**config.mk**
```make
export PLATFORM = sky130hd
export DESIGN_NAME = lhbp_ram
export DESIGN_NICKNAME = d
export VERILOG_FILES = /design/src/design/lhbp_ram.sv
export SDC_FILE = /design/constraint.sdc
export NUM_CORES = 1
export LEC_CHECK = 0
export ABC_AREA = 1
export BUFFER_PORTS_ARGS = -buffer_cell sky130_fd_sc_hd__buf_2
export CORE_ASPECT_RATIO = 1.4
export CORE_UTILIZATION = 55
export CTS_CLUSTER_SIZE = 30
export DETAILED_ROUTE_END_ITERATION = 16
export PLACE_DENSITY = 0.75
export SLEW_MARGIN = 20
export SYNTH_ARGS = -nofsm -noshare
export SYNTH_HDL_FRONTEND = slang
export SYNTH_SLANG_ARGS = --single-unit
```
**constraint.sdc**
```tcl
create_clock -name i_clk -period 1.2 [get_ports i_clk]
set_input_delay 0.24 -clock i_clk [delete_from_list [all_inputs] [get_ports i_clk]]
set_output_delay 0.24 -clock i_clk [all_outputs]
set_load 0.02 [all_outputs]
```
**src/design/lhbp_ram.sv**
```systemverilog
// ----------------------------------------------------------------------------
// lhbp_ram
// Generic simple dual-port RAM, one write and one registered read port.
// ----------------------------------------------------------------------------
module lhbp_ram #(
    parameter int WIDTH = 8,
    parameter int DEPTH = 16
) (
    input  logic                     i_clk,
    input  logic                     i_we,
    input  logic [$clog2(DEPTH)-1:0] i_waddr,
    input  logic [WIDTH-1:0]         i_wdata,
    input  logic                     i_re,
    input  logic [$clog2(DEPTH)-1:0] i_raddr,
    output logic [WIDTH-1:0]         o_rdata
);

    logic [WIDTH-1:0] r_mem [DEPTH];
    logic [WIDTH-1:0] r_rdata;

    // write port
    always_ff @(posedge i_clk) begin
        if (i_we) begin
            r_mem[i_waddr] <= i_wdata;
        end
    end

    // registered read, held until the next read
    always_ff @(posedge i_clk) begin
        if (i_re) begin
            r_rdata <= r_mem[i_raddr];
        end
    end

    assign o_rdata = r_rdata;

endmodule

```
==> results.py <==
metrics = {
    "routing": {
        "remaining_drc_errors": 0,
        "antenna_left": 0,
        "vias": 3979,
        "dr.pass1.iters": 7,
        "drt-initial-drc-count": 385,
        "wl_per_cell_um": 17.7,
        "wl_mm": 13.2,
        "via_per_inst": 5.32,
    },
    "global_routing": {
        "antenna_found_initial": 0,
        "grtUsageMet2_pct": 42.9,
        "use_met1_pct": 29.3,
        "track_usage_pct": 26.2,
        "gr-total-overflow": 0,
        "busiest_layer": "met2",
        "grt_pass1_vias": 3905,
        "grt_max_degree": 45,
        "grt_pass1_wl_mm": 20.0,
        "grt_use_met3_pct": 6.23,
    },
    "yosys": {
        "avgSynthCellArea_sq_um": 10.6,
        "synth_top_area_share_pct": 69.8,
        "synth_commonest_cells": "nand2_1 (173), edfxtp_1 (136), inv_1 (100)",
        "synth.mux.area_fraction_pct": 0,
        "synth_cell_type_count": 11,
        "yosysSeqAreaShare_pct": 69.8,
        "async_flop_share_pct": 0,
        "post-synth-top-area-cell": "edfxtp_1",
        "ys_seq_elements": 136,
        "synthXorXnorAreaFrac_pct": 0,
        "synth.area.top_cells": "edfxtp_1 (70%), nand2_1 (11%), nand3_1 (8.3%), inv_1 (6.4%), buf_6 (1.2%)",
        "synth_top_family_by_area": "simple AND/OR/NAND/NOR gates",
        "synth-adder-area-share_pct": 0,
        "synth_flop_cell": "edfxtp_1",
        "synth_cells": 551,
        "syn_area_sq_mm": 0.00585,
        "synth-compound-area-share_pct": 0,
        "yosysMostFrequentCell": "nand2_1",
        "synth_fp_nets": 570,
        "synth-edff-count": 136,
        "synthSimpleGateAreaFrac_pct": 20.8,
        "yosys_warnings": 0,
    },
    "floorplanning": {
        "fp.dieArea_sq_mm": 0.0111,
        "fp.dieW_um": 89.1,
        "rows": 44,
        "start_util_pct": 56.5,
        "core-area_sq_mm": 0.0103,
        "io-pin-count": 27,
        "die-height_um": 124,
    },
    "setup_path": {
        "ff2ff_setup_slack_ns": 0.04,
        "critical_path.max_fanout": 1,
        "cpPeakStageDelay_ns": 0.43,
        "crit_arrival_ns": 1.01,
        "crit_chain": "buf_6",
        "critPathKind": "register to primary output",
        "startpoint_type": "register",
        "r2r_cells": 6,
        "required_ns": 0.96,
        "critical_path_depth": 1,
        "critPathBufInv": 1,
        "cp-end-kind": "primary output",
        "cp_top_family": "flip-flops",
        "slowest_stage": "edfxtp_1",
    },
    "cts": {
        "clock_sinks": 136,
        "cts_buffers": 17,
        "root_buffer": "clkbuf_16",
        "cts_tree": "yes",
        "clkLatencyLatePin_ns": 0.41,
        "htreeDepth": 4,
        "clock_path_buffers": 2,
        "cts.reportedPaths.clkPinSlew_ns": 0.06,
        "hold_buffers": 0,
    },
    "final_layout": {
        "final_nets": 616,
        "antenna_cells": 0,
        "drive_gt1_share_pct": 15.1,
        "area_delta_synth_final_pct": 18.4,
        "fin_util_pct": 66.9,
    },
    "sta": {
        "fmax_mhz": 799,
        "finalCritPeriodShare_pct": 104,
        "min_period_ns": 1.25,
        "worstMarginPinSlew_ns": 0.626,
        "setup_viol": 3,
        "final.setup.worst_slack_ns": -0.0510,
        "final.setup_skew_ns": 0.00484,
        "maxSlewViolCount": 0,
        "max_slew_margin_pct": 58.2,
        "hold_viol": 0,
        "rsz0062_at_grt": "true",
    },
    "min_path": {
        "hold_depth": 1,
        "min_path_type": "primary input to register",
    },
    "placed_design": {
        "hpwl_mm": 8.25,
        "place_congestion": 0.836,
        "portBuffers": 26,
    },
    "power_and_ir_drop": {
        "p_per_area_mw_per_mm2": 1650,
        "total_power_mw": 11.4,
        "peakVddDrop_uv": 1120,
        "leakage_nw": 3.01,
    },
    "outcome": {
        "violations": "setup timing",
        "status": "complete, but fails checks",
    },
    "run": {
        "drv_cap": 0,
    },
}
==> cell families after synthesis <==
| group | count (synthesis) |
|---|---|
| AND/OR/NAND/NOR | 289 |
| flip-flops | 136 |
| buffers and inverters | 126 |
==> cell type report <==
cell class	instances	area, sq um
fillers	770	3430
multi-input cells	289	1270
clock buffers	17	425
repair buffers	51	399
clock inverters	15	183
inverters	102	383
well taps	138	173
flip-flops and latches	136	4080
==> through the flow <==
step                      worst slack (ns)  instances  hold slack, ns  setup TNS (ns)  instance area (sq um)
after global placement              -0.245        716           0.604           -2.14                   6210
final                              -0.0510        748           0.190         -0.0942                   6920
after detailed placement            -0.325        716           0.601           -3.09                   6210
after CTS                          -0.0625        748           0.173          -0.152                   6840
after global routing               -0.0652        748           0.173          -0.271                   6920
after floorplan                    0.00916        551           0.339               0                   5850
==> per-layer routing <==
metal	wire (um)	part of all wire (%)	vias up
li1	-	-	1879
met1	4880	37	1875
met2	6880	52	179
met3	761	5.8	46
met4	716	5.4	0
met5	0	0	-
==> timing repair <==
item | CTS | global route
setup endpoints to repair | 6 | 14
pin swaps | 0 | 1
resized for setup | 7 | 19
setup buffers | 0 | 0
==> worst paths after layout <==
path / start / endpoint
worst max register to register: r_mem[13][7]$_DFFE_PP_ / o_rdata[7]$_DFFE_PP_
worst max-delay path: o_rdata[7]$_DFFE_PP_ / o_rdata[7]
worst min-delay path: i_re / o_rdata[3]$_DFFE_PP_
worst min register to register: r_mem[11][3]$_DFFE_PP_ / o_rdata[3]$_DFFE_PP_
==> registers in the layout, summed over array words and instances, names as in the netlist <==
signal / count
o_rdata: 8
r_mem: 128
==> layout by cell type, fill, tap and decap left out <==
cell	Yosys	routed
clkbuf_16	0	17
nand3b_1	2	2
buf_2	13	19
inv_2	2	2
nand2_1	173	173
bufinv_16	0	4
buf_12	0	3
nor2_1	17	17
clkinvlp_4	0	1
clkinv_4	0	2
inv_6	0	1
clkinv_2	0	2
clkinv_1	0	5
buf_4	4	22
edfxtp_1	136	136
nand3_2	0	12
nand3_1	97	85
inv_1	100	100
buf_6	6	7
==> power by group <==
part	internal [mW]	switching, mW	total [mW]
combinational	0.231	0.498	0.729
sequential	5.36	0.0359	5.39
clock	3.44	1.85	5.29
Note: power is estimated with default switching activity, not from simulation.
